<file path="src/hdl/b64d_pkg.sv">
package b64d_pkg;

  localparam int unsigned CHAR_W   = 8;
  localparam int unsigned SEXTET_W = 6;
  localparam int unsigned BYTE_W   = 8;
  localparam int unsigned MAX_RES  = 3;

  localparam logic [CHAR_W-1:0] PAD_CHAR   = 8'h3D;
  localparam logic [CHAR_W-1:0] PLUS_CHAR  = 8'h2B;
  localparam logic [CHAR_W-1:0] SLASH_CHAR = 8'h2F;
  localparam logic [CHAR_W-1:0] DASH_CHAR  = 8'h2D;
  localparam logic [CHAR_W-1:0] UNDER_CHAR = 8'h5F;
  localparam logic [SEXTET_W-1:0] SEXTET_62 = 6'd62;
  localparam logic [SEXTET_W-1:0] SEXTET_63 = 6'd63;

  typedef enum logic [1:0] {
    ST_OK        = 2'd0,
    ST_BAD_CHAR  = 2'd1,
    ST_TRUNCATED = 2'd2
  } status_t;

  // Results caused by one character: bytes packed in emit order
  typedef struct packed {
    logic [MAX_RES-1:0][BYTE_W-1:0] data;
    logic [1:0]                     count;
    status_t                        status;
    logic                           eom;
  } bundle_t;

  // Map one character to {valid, sextet}
  function automatic logic [SEXTET_W:0] char_to_sextet(input logic [CHAR_W-1:0] c,
                                                       input logic url_safe);
    logic [CHAR_W-1:0] t;
    logic [SEXTET_W:0] r;
    t = '0;
    r = '0;
    if (c >= 8'h41 && c <= 8'h5A) begin
      t = c - 8'h41;
      r = {1'b1, t[SEXTET_W-1:0]};
    end else if (c >= 8'h61 && c <= 8'h7A) begin
      t = c - 8'h61 + 8'd26;
      r = {1'b1, t[SEXTET_W-1:0]};
    end else if (c >= 8'h30 && c <= 8'h39) begin
      t = c - 8'h30 + 8'd52;
      r = {1'b1, t[SEXTET_W-1:0]};
    end else if (c == PLUS_CHAR) begin
      r = {1'b1, SEXTET_62};
    end else if (c == SLASH_CHAR) begin
      r = {1'b1, SEXTET_63};
    end else if (c == PAD_CHAR) begin
      r = {1'b1, {SEXTET_W{1'b0}}};
    end else if (url_safe && c == DASH_CHAR) begin
      r = {1'b1, SEXTET_62};
    end else if (url_safe && c == UNDER_CHAR) begin
      r = {1'b1, SEXTET_63};
    end
    return r;
  endfunction

endpackage

</file>
<file path="src/hdl/b64d_decode.sv">
module b64d_decode
  import b64d_pkg::*;
(
  input  logic              clk,
  input  logic              rst_n,
  input  logic              fire_i,
  input  logic [CHAR_W-1:0] char_i,
  input  logic              end_i,
  input  logic              url_safe_i,
  output logic              has_result_o,
  output bundle_t           bundle_o
);

  logic [SEXTET_W-1:0] held_r [MAX_RES];
  logic [1:0]          pos_r, pos_nxt;
  logic                pad3_r, pad3_nxt;
  logic                disc_r, disc_nxt;

  logic [SEXTET_W:0]   map;
  logic                ok;
  logic [SEXTET_W-1:0] sx;
  logic                is_pad;
  logic                emit1, emit2;
  logic [BYTE_W-1:0]   b0, b1, b2;

  assign map    = char_to_sextet(char_i, url_safe_i);
  assign ok     = map[SEXTET_W];
  assign sx     = map[SEXTET_W-1:0];
  assign is_pad = (char_i == PAD_CHAR);

  // Byte assembly from the held sextets and the current one
  assign b0    = {held_r[0], held_r[1][5:4]};
  assign b1    = {held_r[1][3:0], held_r[2][5:2]};
  assign b2    = {held_r[2][1:0], sx};
  assign emit1 = !pad3_r;
  assign emit2 = !is_pad;

  // Next group state and result bundle
  always_comb begin
    pos_nxt      = pos_r;
    pad3_nxt     = pad3_r;
    disc_nxt     = disc_r;
    has_result_o = 1'b0;
    bundle_o     = '{data: '0, count: 2'd1, status: ST_OK, eom: 1'b0};
    if (disc_r) begin
      if (end_i) disc_nxt = 1'b0;
    end else if (!ok) begin
      has_result_o    = 1'b1;
      bundle_o.status = ST_BAD_CHAR;
      bundle_o.eom    = end_i;
      pos_nxt         = '0;
      pad3_nxt        = 1'b0;
      disc_nxt        = !end_i;
    end else if (pos_r != 2'd3) begin
      if (pos_r == 2'd2) pad3_nxt = is_pad;
      pos_nxt = pos_r + 2'd1;
      if (end_i) begin
        has_result_o    = 1'b1;
        bundle_o.status = ST_TRUNCATED;
        bundle_o.eom    = 1'b1;
        pos_nxt         = '0;
        pad3_nxt        = 1'b0;
      end
    end else begin
      has_result_o     = 1'b1;
      bundle_o.data[0] = b0;
      bundle_o.data[1] = emit1 ? b1 : b2;
      bundle_o.data[2] = b2;
      bundle_o.count   = 2'd1 + {1'b0, emit1} + {1'b0, emit2};
      bundle_o.eom     = end_i;
      pos_nxt          = '0;
      pad3_nxt         = 1'b0;
    end
  end

  // Advance group state on each consumed character
  always_ff @(posedge clk) begin
    if (!rst_n) begin
      pos_r  <= '0;
      pad3_r <= 1'b0;
      disc_r <= 1'b0;
    end else if (fire_i) begin
      pos_r  <= pos_nxt;
      pad3_r <= pad3_nxt;
      disc_r <= disc_nxt;
    end
  end

  // Hold sextets of the open group
  always_ff @(posedge clk) begin
    if (fire_i && !disc_r && ok && pos_r != 2'd3) begin
      held_r[pos_r] <= sx;
    end
  end

endmodule

</file>
<file path="src/hdl/b64d_out_buf.sv">
module b64d_out_buf
  import b64d_pkg::*;
(
  input  logic              clk,
  input  logic              rst_n,
  input  logic              load_i,
  input  bundle_t           bundle_i,
  output logic              free_o,
  output logic              out_valid_o,
  input  logic              out_ready_i,
  output logic [BYTE_W-1:0] out_byte_o,
  output status_t           out_status_o,
  output logic              out_last_o,
  output logic              out_eom_o
);

  bundle_t    bnd_r;
  logic [1:0] idx_r;
  logic       vld_r;
  logic       last;

  assign last         = (idx_r == bnd_r.count - 2'd1);
  assign free_o       = !vld_r || (last && out_ready_i);
  assign out_valid_o  = vld_r;
  assign out_byte_o   = bnd_r.data[idx_r];
  assign out_status_o = bnd_r.status;
  assign out_last_o   = last;
  assign out_eom_o    = last && bnd_r.eom;

  // Load a new bundle or step through the current one
  always_ff @(posedge clk) begin
    if (!rst_n) begin
      vld_r <= 1'b0;
      idx_r <= '0;
    end else if (load_i) begin
      vld_r <= 1'b1;
      idx_r <= '0;
    end else if (vld_r && out_ready_i) begin
      if (last) vld_r <= 1'b0;
      else      idx_r <= idx_r + 2'd1;
    end
  end

  // Hold bundle payload
  always_ff @(posedge clk) begin
    if (load_i) bnd_r <= bundle_i;
  end

  a_count_nonzero: assert property (@(posedge clk) disable iff (!rst_n)
    vld_r |-> bnd_r.count != 2'd0)
    else $error("result bundle with zero count");

  a_idx_in_range: assert property (@(posedge clk) disable iff (!rst_n)
    vld_r |-> idx_r < bnd_r.count)
    else $error("result index past bundle count");

  a_load_when_free: assert property (@(posedge clk) disable iff (!rst_n)
    load_i |-> free_o)
    else $error("bundle loaded over pending results");

  a_error_single: assert property (@(posedge clk) disable iff (!rst_n)
    (vld_r && bnd_r.status != ST_OK) |-> (bnd_r.count == 2'd1 && out_byte_o == '0))
    else $error("error result must be a single zero byte");

endmodule

</file>
<file path="src/hdl/base64_stream_decoder.sv">
// Channel | Dir | Handshake                | Payload
// in_     | in  | in_tvalid / in_tready    | tdata: char_code; tlast: message_end
// out_    | out | out_tvalid / out_tready  | tdata: data_byte; tuser: status,
//         |     |                          |   last_in_run; tlast: end_of_message
// cfg_    | in  | cfg_valid / cfg_ready    | cfg_data: url_safe_mode
//
// One character is accepted per cycle unless stalled. A fourth character of a group
// yields up to three bytes, drained one per cycle from the result buffer while
// out_tready is high; a later character that causes results waits until it is free.
// Reset (rst_n low, synchronous) clears group position, discard flag and the mode.
// A stall on out_ stops only characters that cause results; others keep flowing.
module base64_stream_decoder
  import b64d_pkg::*;
(
  input  logic              clk,
  input  logic              rst_n,
  input  logic              in_tvalid,
  output logic              in_tready,
  input  logic [CHAR_W-1:0] in_tdata,    // [7:0] char_code
  input  logic              in_tlast,    // message_end
  output logic              out_tvalid,
  input  logic              out_tready,
  output logic [BYTE_W-1:0] out_tdata,   // [7:0] data_byte
  output logic [2:0]        out_tuser,   // [1:0] status, [2] last_in_run
  output logic              out_tlast,   // end_of_message
  input  logic              cfg_valid,
  output logic              cfg_ready,
  input  logic              cfg_data     // url_safe_mode
);

  logic              in_vld_r;
  logic [CHAR_W-1:0] in_char_r;
  logic              in_end_r;
  logic              url_r;
  logic              has_result;
  logic              free;
  logic              fire;
  bundle_t           bundle;
  status_t           out_status;
  logic              out_last;

  assign fire      = in_vld_r && (!has_result || free);
  assign in_tready = !in_vld_r || fire;
  assign cfg_ready = 1'b1;

  // Input register
  always_ff @(posedge clk) begin
    if (!rst_n) begin
      in_vld_r <= 1'b0;
    end else if (in_tvalid && in_tready) begin
      in_vld_r <= 1'b1;
    end else if (fire) begin
      in_vld_r <= 1'b0;
    end
  end

  always_ff @(posedge clk) begin
    if (in_tvalid && in_tready) begin
      in_char_r <= in_tdata;
      in_end_r  <= in_tlast;
    end
  end

  // Mode register, written on a cfg transfer
  always_ff @(posedge clk) begin
    if (!rst_n) begin
      url_r <= 1'b0;
    end else if (cfg_valid && cfg_ready) begin
      url_r <= cfg_data;
    end
  end

  b64d_decode u_decode (
    .clk          (clk),
    .rst_n        (rst_n),
    .fire_i       (fire),
    .char_i       (in_char_r),
    .end_i        (in_end_r),
    .url_safe_i   (url_r),
    .has_result_o (has_result),
    .bundle_o     (bundle)
  );

  b64d_out_buf u_out_buf (
    .clk          (clk),
    .rst_n        (rst_n),
    .load_i       (fire && has_result),
    .bundle_i     (bundle),
    .free_o       (free),
    .out_valid_o  (out_tvalid),
    .out_ready_i  (out_tready),
    .out_byte_o   (out_tdata),
    .out_status_o (out_status),
    .out_last_o   (out_last),
    .out_eom_o    (out_tlast)
  );

  assign out_tuser = {out_last, out_status};

endmodule

</file>
<file path="config.mk">
export PLATFORM = sky130hd
export DESIGN_NAME = base64_stream_decoder
export DESIGN_NICKNAME = d
export VERILOG_FILES = /design/src/hdl/b64d_pkg.sv /design/src/hdl/b64d_decode.sv /design/src/hdl/b64d_out_buf.sv /design/src/hdl/base64_stream_decoder.sv
export SDC_FILE = /design/constraint.sdc
export NUM_CORES = 1
export LEC_CHECK = 0
export BUFFER_PORTS_ARGS = -buffer_cell sky130_fd_sc_hd__buf_4
export CAP_MARGIN = 10
export CORE_UTILIZATION = 52
export CTS_BUF_LIST = sky130_fd_sc_hd__clkbuf_16
export DETAILED_ROUTE_END_ITERATION = 16
export PLACE_DENSITY_LB_ADDON = 0.25
export SLEW_MARGIN = 0
export SYNTH_ARGS = -nofsm -noshare
export SYNTH_HDL_FRONTEND = slang
export SYNTH_HIERARCHICAL = 1
export SYNTH_SLANG_ARGS = --single-unit
</file>
<file path="constraint.sdc">
create_clock -name clk -period 9.5 [get_ports clk]
set_input_delay 0.95 -clock clk [delete_from_list [all_inputs] [get_ports clk]]
set_output_delay 0.95 -clock clk [all_outputs]
set_load 0.1 [all_outputs]
</file>
---- Word-level counts from Yosys, hierarchy flattened ----
Memory sizes are Yosys's and may differ from the RTL's. A register that Yosys moved wholly into a read port is not among the register bits.
Index checks and enable logic that the tools add are counted.
storage, ports and cells
  memories kept ........................... 1
  memory bits (writable) .................. 18
  flip-flop bits (word level) ............. 47
  logic and storage cells ................. 118
cells by class
  add/subtract/negate cells ............... 10
  reductions and logical operators ........ 34
  multiplexer cells ....................... 36
  bitwise operators ....................... 5
  magnitude comparators ................... 7
  equality and inequality tests ........... 9
memories
  memory           depth  width  rd ports  clocked after memory_dff  write ports  line               text
  u_decode.held_r  3      6      3         1                         1            b64d_decode.sv:14  logic [SEXTET_W-1:0] held_r [MAX_RES];
operators by type and width
  operator                                                                count
  7-bit two-way mux                                                       8
  8-bit by 6-bit == test with 1-bit output (second input constant)        4
  1-bit two-way mux                                                       20
  8-bit binary-select mux with 2-bit select                               1
  8-bit by 7-bit >= comparator with 1-bit output (second input constant)  2
  8-bit by 7-bit <= comparator with 1-bit output (second input constant)  2
  8-bit two-way mux                                                       2
  1-bit logical AND                                                       14
  6-bit subtractor (second input constant)                                2
  8-bit by 7-bit == test with 1-bit output (second input constant)        1
  8-bit by 6-bit >= comparator with 1-bit output (second input constant)  1
  8-bit by 6-bit <= comparator with 1-bit output (second input constant)  1
  2-bit two-way mux                                                       4
  1-bit zero test                                                         7
  6-bit by 5-bit adder with 6-bit output (second input constant)          1
  6-bit adder (second input constant)                                     1
  2-bit AND reduction                                                     3
  2-bit nonzero test                                                      3
  3-bit OR reduction                                                      2
  6-bit by 1-bit subtractor with 6-bit output (second input constant)     1
  1-bit NOT                                                               5
  2-bit by 1-bit adder with 2-bit output (second input constant)          2
  4-bit inequality test (second input constant)                           1
  1-bit logical OR                                                        3
  other kinds (10)                                                        10

---- Depth between registers and ports, before layout ----
  depth in word-level cells ............... 20
  gate-level depth with buffers ........... 14
  depth with buffers taken out ............ 13

---- Cells and area by module ----
Netlist, hierarchy kept.
modules (own cells, without submodules)
  module                 area each (um^2)  sequential area each (um^2)  instances  cells each
  b64d_decode            1859.3            620.6                        1          199
  b64d_out_buf           1251.2            930.9                        1          80
  base64_stream_decoder  407.9             310.3                        1          23

---- Worst setup path before layout ----
OpenSTA, ideal clock, no wires.
  path type ............................... register to output
  start ................................... register in_char_r[2]
  end ..................................... output port in_tready
  path buffers ............................ 1
  data arrival time ....................... 2540 ps
  data required time ...................... 8550 ps
  stages on the path, launching flop included .. 11
  slack ................................... 6010 ps
  cells stage by stage .................... edfxtp_1 -> clkbuf_1 -> inv_1 -> ha_1 -> and2_1 -> o31a_1 -> nand2_1 -> and4_4 -> nor3_1 -> nor2_1 -> nand3b_4
on the way
  cells in the longest elaborated chain, start to end .. 16
ends and longest elaborated chain
  item                                      line                         text
  start, declared                           base64_stream_decoder.sv:32  logic [CHAR_W-1:0] in_char_r;
  start signal, assigned                    base64_stream_decoder.sv:59  in_char_r <= in_tdata;
  8-bit by 7-bit == test with 1-bit output  b64d_pkg.sv:54               end else if (url_safe && c == UNDER_CHAR) begin
  1-bit logical AND                         b64d_pkg.sv:54
  7-bit two-way mux                         b64d_pkg.sv:54
  7-bit two-way mux                         b64d_pkg.sv:52               end else if (url_safe && c == DASH_CHAR) begin
  7-bit two-way mux                         b64d_pkg.sv:50               end else if (c == PAD_CHAR) begin
  7-bit two-way mux                         b64d_pkg.sv:48               end else if (c == SLASH_CHAR) begin
  7-bit two-way mux                         b64d_pkg.sv:46               end else if (c == PLUS_CHAR) begin
  7-bit two-way mux                         b64d_pkg.sv:43               end else if (c >= 8'h30 && c <= 8'h39) begin
  7-bit two-way mux                         b64d_pkg.sv:40               end else if (c >= 8'h61 && c <= 8'h7A) begin
  7-bit two-way mux (*)                     b64d_pkg.sv:37               if (c >= 8'h41 && c <= 8'h5A) begin
  1-bit two-way mux (*)                     b64d_decode.sv:47            end else if (!ok) begin
  1-bit two-way mux (*)                     b64d_decode.sv:45            if (disc_r) begin
  net has_result                            base64_stream_decoder.sv:35  logic has_result;
  1-bit zero test (*)                       base64_stream_decoder.sv:42  assign fire = in_vld_r && (!has_result || free);
  1-bit logical OR (*)                      base64_stream_decoder.sv:42
  1-bit logical AND (*)                     base64_stream_decoder.sv:42
  1-bit logical OR (*)                      base64_stream_decoder.sv:43  assign in_tready = !in_vld_r || fire;
  end, declared                             base64_stream_decoder.sv:18  output logic in_tready,
Mark *: on every way through the listed nets, which the timed path passes. The rest lies on a longest branch.

---- Worst setup path in the final report ----
  start ................................... register in_char_r[0]
  end ..................................... output port in_tready
Same word-level chain as after synthesis.

==> reports/qor.json <==
{
  "track_usage": 0.207,
  "setup_viol": 0,
  "placeable_core_region_mm2": 0.00642,
  "post-route-period-util": 0.443,
  "global_route.overflow_total": 0,
  "yosysSeqAreaShare": 0.529,
  "hold_viol_final": 0,
  "final_period_minus_worst_setup_slack_ps": 4210,
  "yosysMostFrequentCell": "edfxtp_1",
  "async_flop_share": 0,
  "cts.sink_count": 65,
  "irDropWorstVdd_v": 0.0000972,
  "critical_path_required_ps": 8550,
  "post_synth_most_frequent_cells": "edfxtp_1 (56), nand2_1 (24), nor2_1 (20)",
  "drtAntennaViolNets": 0,
  "finish.net_count": 357,
  "ys_ff_latch": 65,
  "drt-total-wl_mm": 6.83,
  "grt_antenna_before_repair": 0,
  "worst-slew-pin-transition_ps": 692,
  "slowest_delay_ps": 590,
  "h-tree-depth": 3,
  "detailed_routing_iterations_pass_1": 10,
  "worstSetupEndpointType": "output pin",
  "timing.critical_path.fanout_max": 10,
  "yosys.cell_types.count": 60,
  "fraction_of_layout_cells_with_a_size_suffix_above_1": 0.168,
  "ys.warnings.count": 6,
  "status": "finished, violations left",
  "clock_latency_reported_for_the_late_side_of_the_worst_skew_pair_ps": 320,
  "cts-root-buf": "clkbuf_16",
  "finalClockSkew_ps": 7.11,
  "maxSlewHeadroom": 0.539,
  "via_count": 2340,
  "post-synth-top-area-cell": "edfxtp_1",
  "maxSlewViolCount": 0,
  "clock_tree.buffer_depth": 2,
  "die_width_um": 84.3,
  "grt_first_pass_wirelength_mm": 11.3,
  "dominantRegCellSynth": "edfxtp_1",
  "grt_max_degree": 33,
  "synth.cell_area_mm2": 0.00352,
  "cts-buffers-inserted": 9,
  "drt-vias-per-instance": 5.71,
  "area.growth.synth_to_final_pct": 15.0,
  "static-leakage-power_uw": 0.00151,
  "element_type_at_the_critical_path_start": "register",
  "die_h_um": 84.3,
  "cp_cell_sequence": "inv_1 > ha_1 > nor2b_1 > o21ai_2 > nand2_1 > and4_4 > nor3_1 > nor2_1 > nand3b_4 > buf_4",
  "finalNonFillerCells": 410,
  "cts.clk_slew.worst_paths_ps": 50,
  "crit_slowest_cell": "edfxtp_1",
  "fin_area_mm2": 0.00405,
  "crit_buf_inv": 2,
  "portBuffers": 28,
  "number_of_global_route_vias_before_repair": 2318,
  "syn_inst": 302,
  "synth_top_cells_by_area": "edfxtp_1 (48%), dfxtp_1 (5.1%), ha_1 (5.0%)",
  "drt-wirelength-per-cell_um": 16.7,
  "n_antenna_cell": 0,
  "floorplan.io_pins": 30,
  "placed_area_mm2": 0.00374,
  "floorplan.rows": 29,
  "min-delay-path-class": "reg -> reg",
  "setup_repair_after_global_routing_missed_its_margin": "false",
  "dp_hpwl_mm": 4.91,
  "maxCapViolCount": 0,
  "synth_edf_count": 56,
  "initial_core_utilization": 0.548,
  "yosys.area.top_type_share": 0.478,
  "synthesis.area_per_instance_um2": 11.7,
  "timing.fmax_mhz": 238,
  "setup.worst_path.class": "reg -> out",
  "post_cts.resized_instances": 0,
  "hold_buffer_count_at_cts": 0,
  "post_route_drc": 2,
  "cp_data_arrival_time_ps": 3260,
  "synth_nets": 331,
  "postCtsSetupRepairBufs": 0,
  "power_density_mw_per_mm2": 187,
  "place.gp.congestion": 0.910,
  "tritoncts_clock_tree": "built",
  "violations_in_the_final_reports": "design-rule violations",
  "critical-path-top-delay-family": "simple AND/OR/NAND/NOR gates",
  "design.die.area_mm2": 0.00710,
  "finalSetupTns_ps": 0,
  "place_inst": 394,
  "detail_route.iter0.violations": 111
}
[stage by stage]
stage	worst slack (ps)	utilization	total power (uW)	hold slack, ps
after floorplan	6010	-	405	497
after global placement	5740	0.583	427	505
after detailed placement	5710	0.583	427	507
after CTS	5370	0.630	761	519
after global routing	5100	0.630	780	550
final	5290	0.630	755	514
[flip-flops by register name, indices dropped and copies added, names as in the netlist, 2 cells and up]
name	cells
u_decode/held_r	18
u_decode/pos_r	2
u_out_buf/out_status_o	2
u_out_buf/bnd_r	27
u_out_buf/idx_r	2
in_char_r	8
[layout make-up]
cell class	instances	area, um^2
Fill cell	510	2370
Timing Repair Buffer	28	210
Clock buffer	9	225
Tap cell	77	96.3
Clock inverter	7	80.1
Sequential cell	65	1860
Multi-Input combinational cell	209	1520
Inverter	15	56.3
[cell families (layout without fill, tap and decap cells)]
logic type,Yosys count,after routing,synth area share
AND/OR/NAND/NOR,111,111,0.189
flip-flops,65,65,0.529
AO/OA/AOI/OAI,62,62,0.129
buffers and inverters,28,59,0.0395
multiplexers,18,18,0.0523
adder cells (fa/ha/maj),14,14,0.0498
XOR/XNOR,3,3,0.00960
other,1,1,0.00107
[path summary, 6_finish.rpt]
| check | start | end | slack [ps] | cells after the start |
|---|---|---|---|---|
| hold reg to reg | u_decode/held_r[1][4]$_DFFE_PP_ | u_out_buf/bnd_r[5]$_DFFE_PP_ | 510 | 1 |
| hold / removal | u_decode/held_r[1][4]$_DFFE_PP_ | u_out_buf/bnd_r[5]$_DFFE_PP_ | 510 | 1 |
| setup / recovery | in_char_r[0]$_DFFE_PP_ | in_tready | 5290 | 10 |
| setup reg to reg | in_char_r[0]$_DFFE_PP_ | u_decode/held_r[2][2]$_DFFE_PP_ | 5610 | 11 |
[layout by cell type, fill, tap and decap left out, types with 4 or more instances in the layout]
master,n
a21oi_1,10
a32o_1,4
and2_1,16
and3_1,6
buf_4,28
clkbuf_16,9
dfxtp_1,9
edfxtp_1,56
ha_1,14
inv_1,18
mux2i_1,17
nand2_1,24
nand2b_1,7
nand3_1,7
nor2_1,20
nor2b_1,9
nor4b_1,4
o2111ai_1,8
o21ai_0,5
o21ai_1,8
[report_power, final]
group	switching, uW	total [uW]	internal [uW]	leakage, uW
registers	10.0	334	324	0.000593
logic	62.5	88.3	25.8	0.000760
clock network	108	333	225	0.000161
[per-layer routing]
metal	global-route usage	vias up	wire length [um]
met5	0	-	0
met4	0.0956	0	109
met3	0.0275	10	217
met2	0.355	48	3440
met1	0.262	1106	3070
li1	-	1176	-
Note: power is estimated with default switching activity, not from simulation.
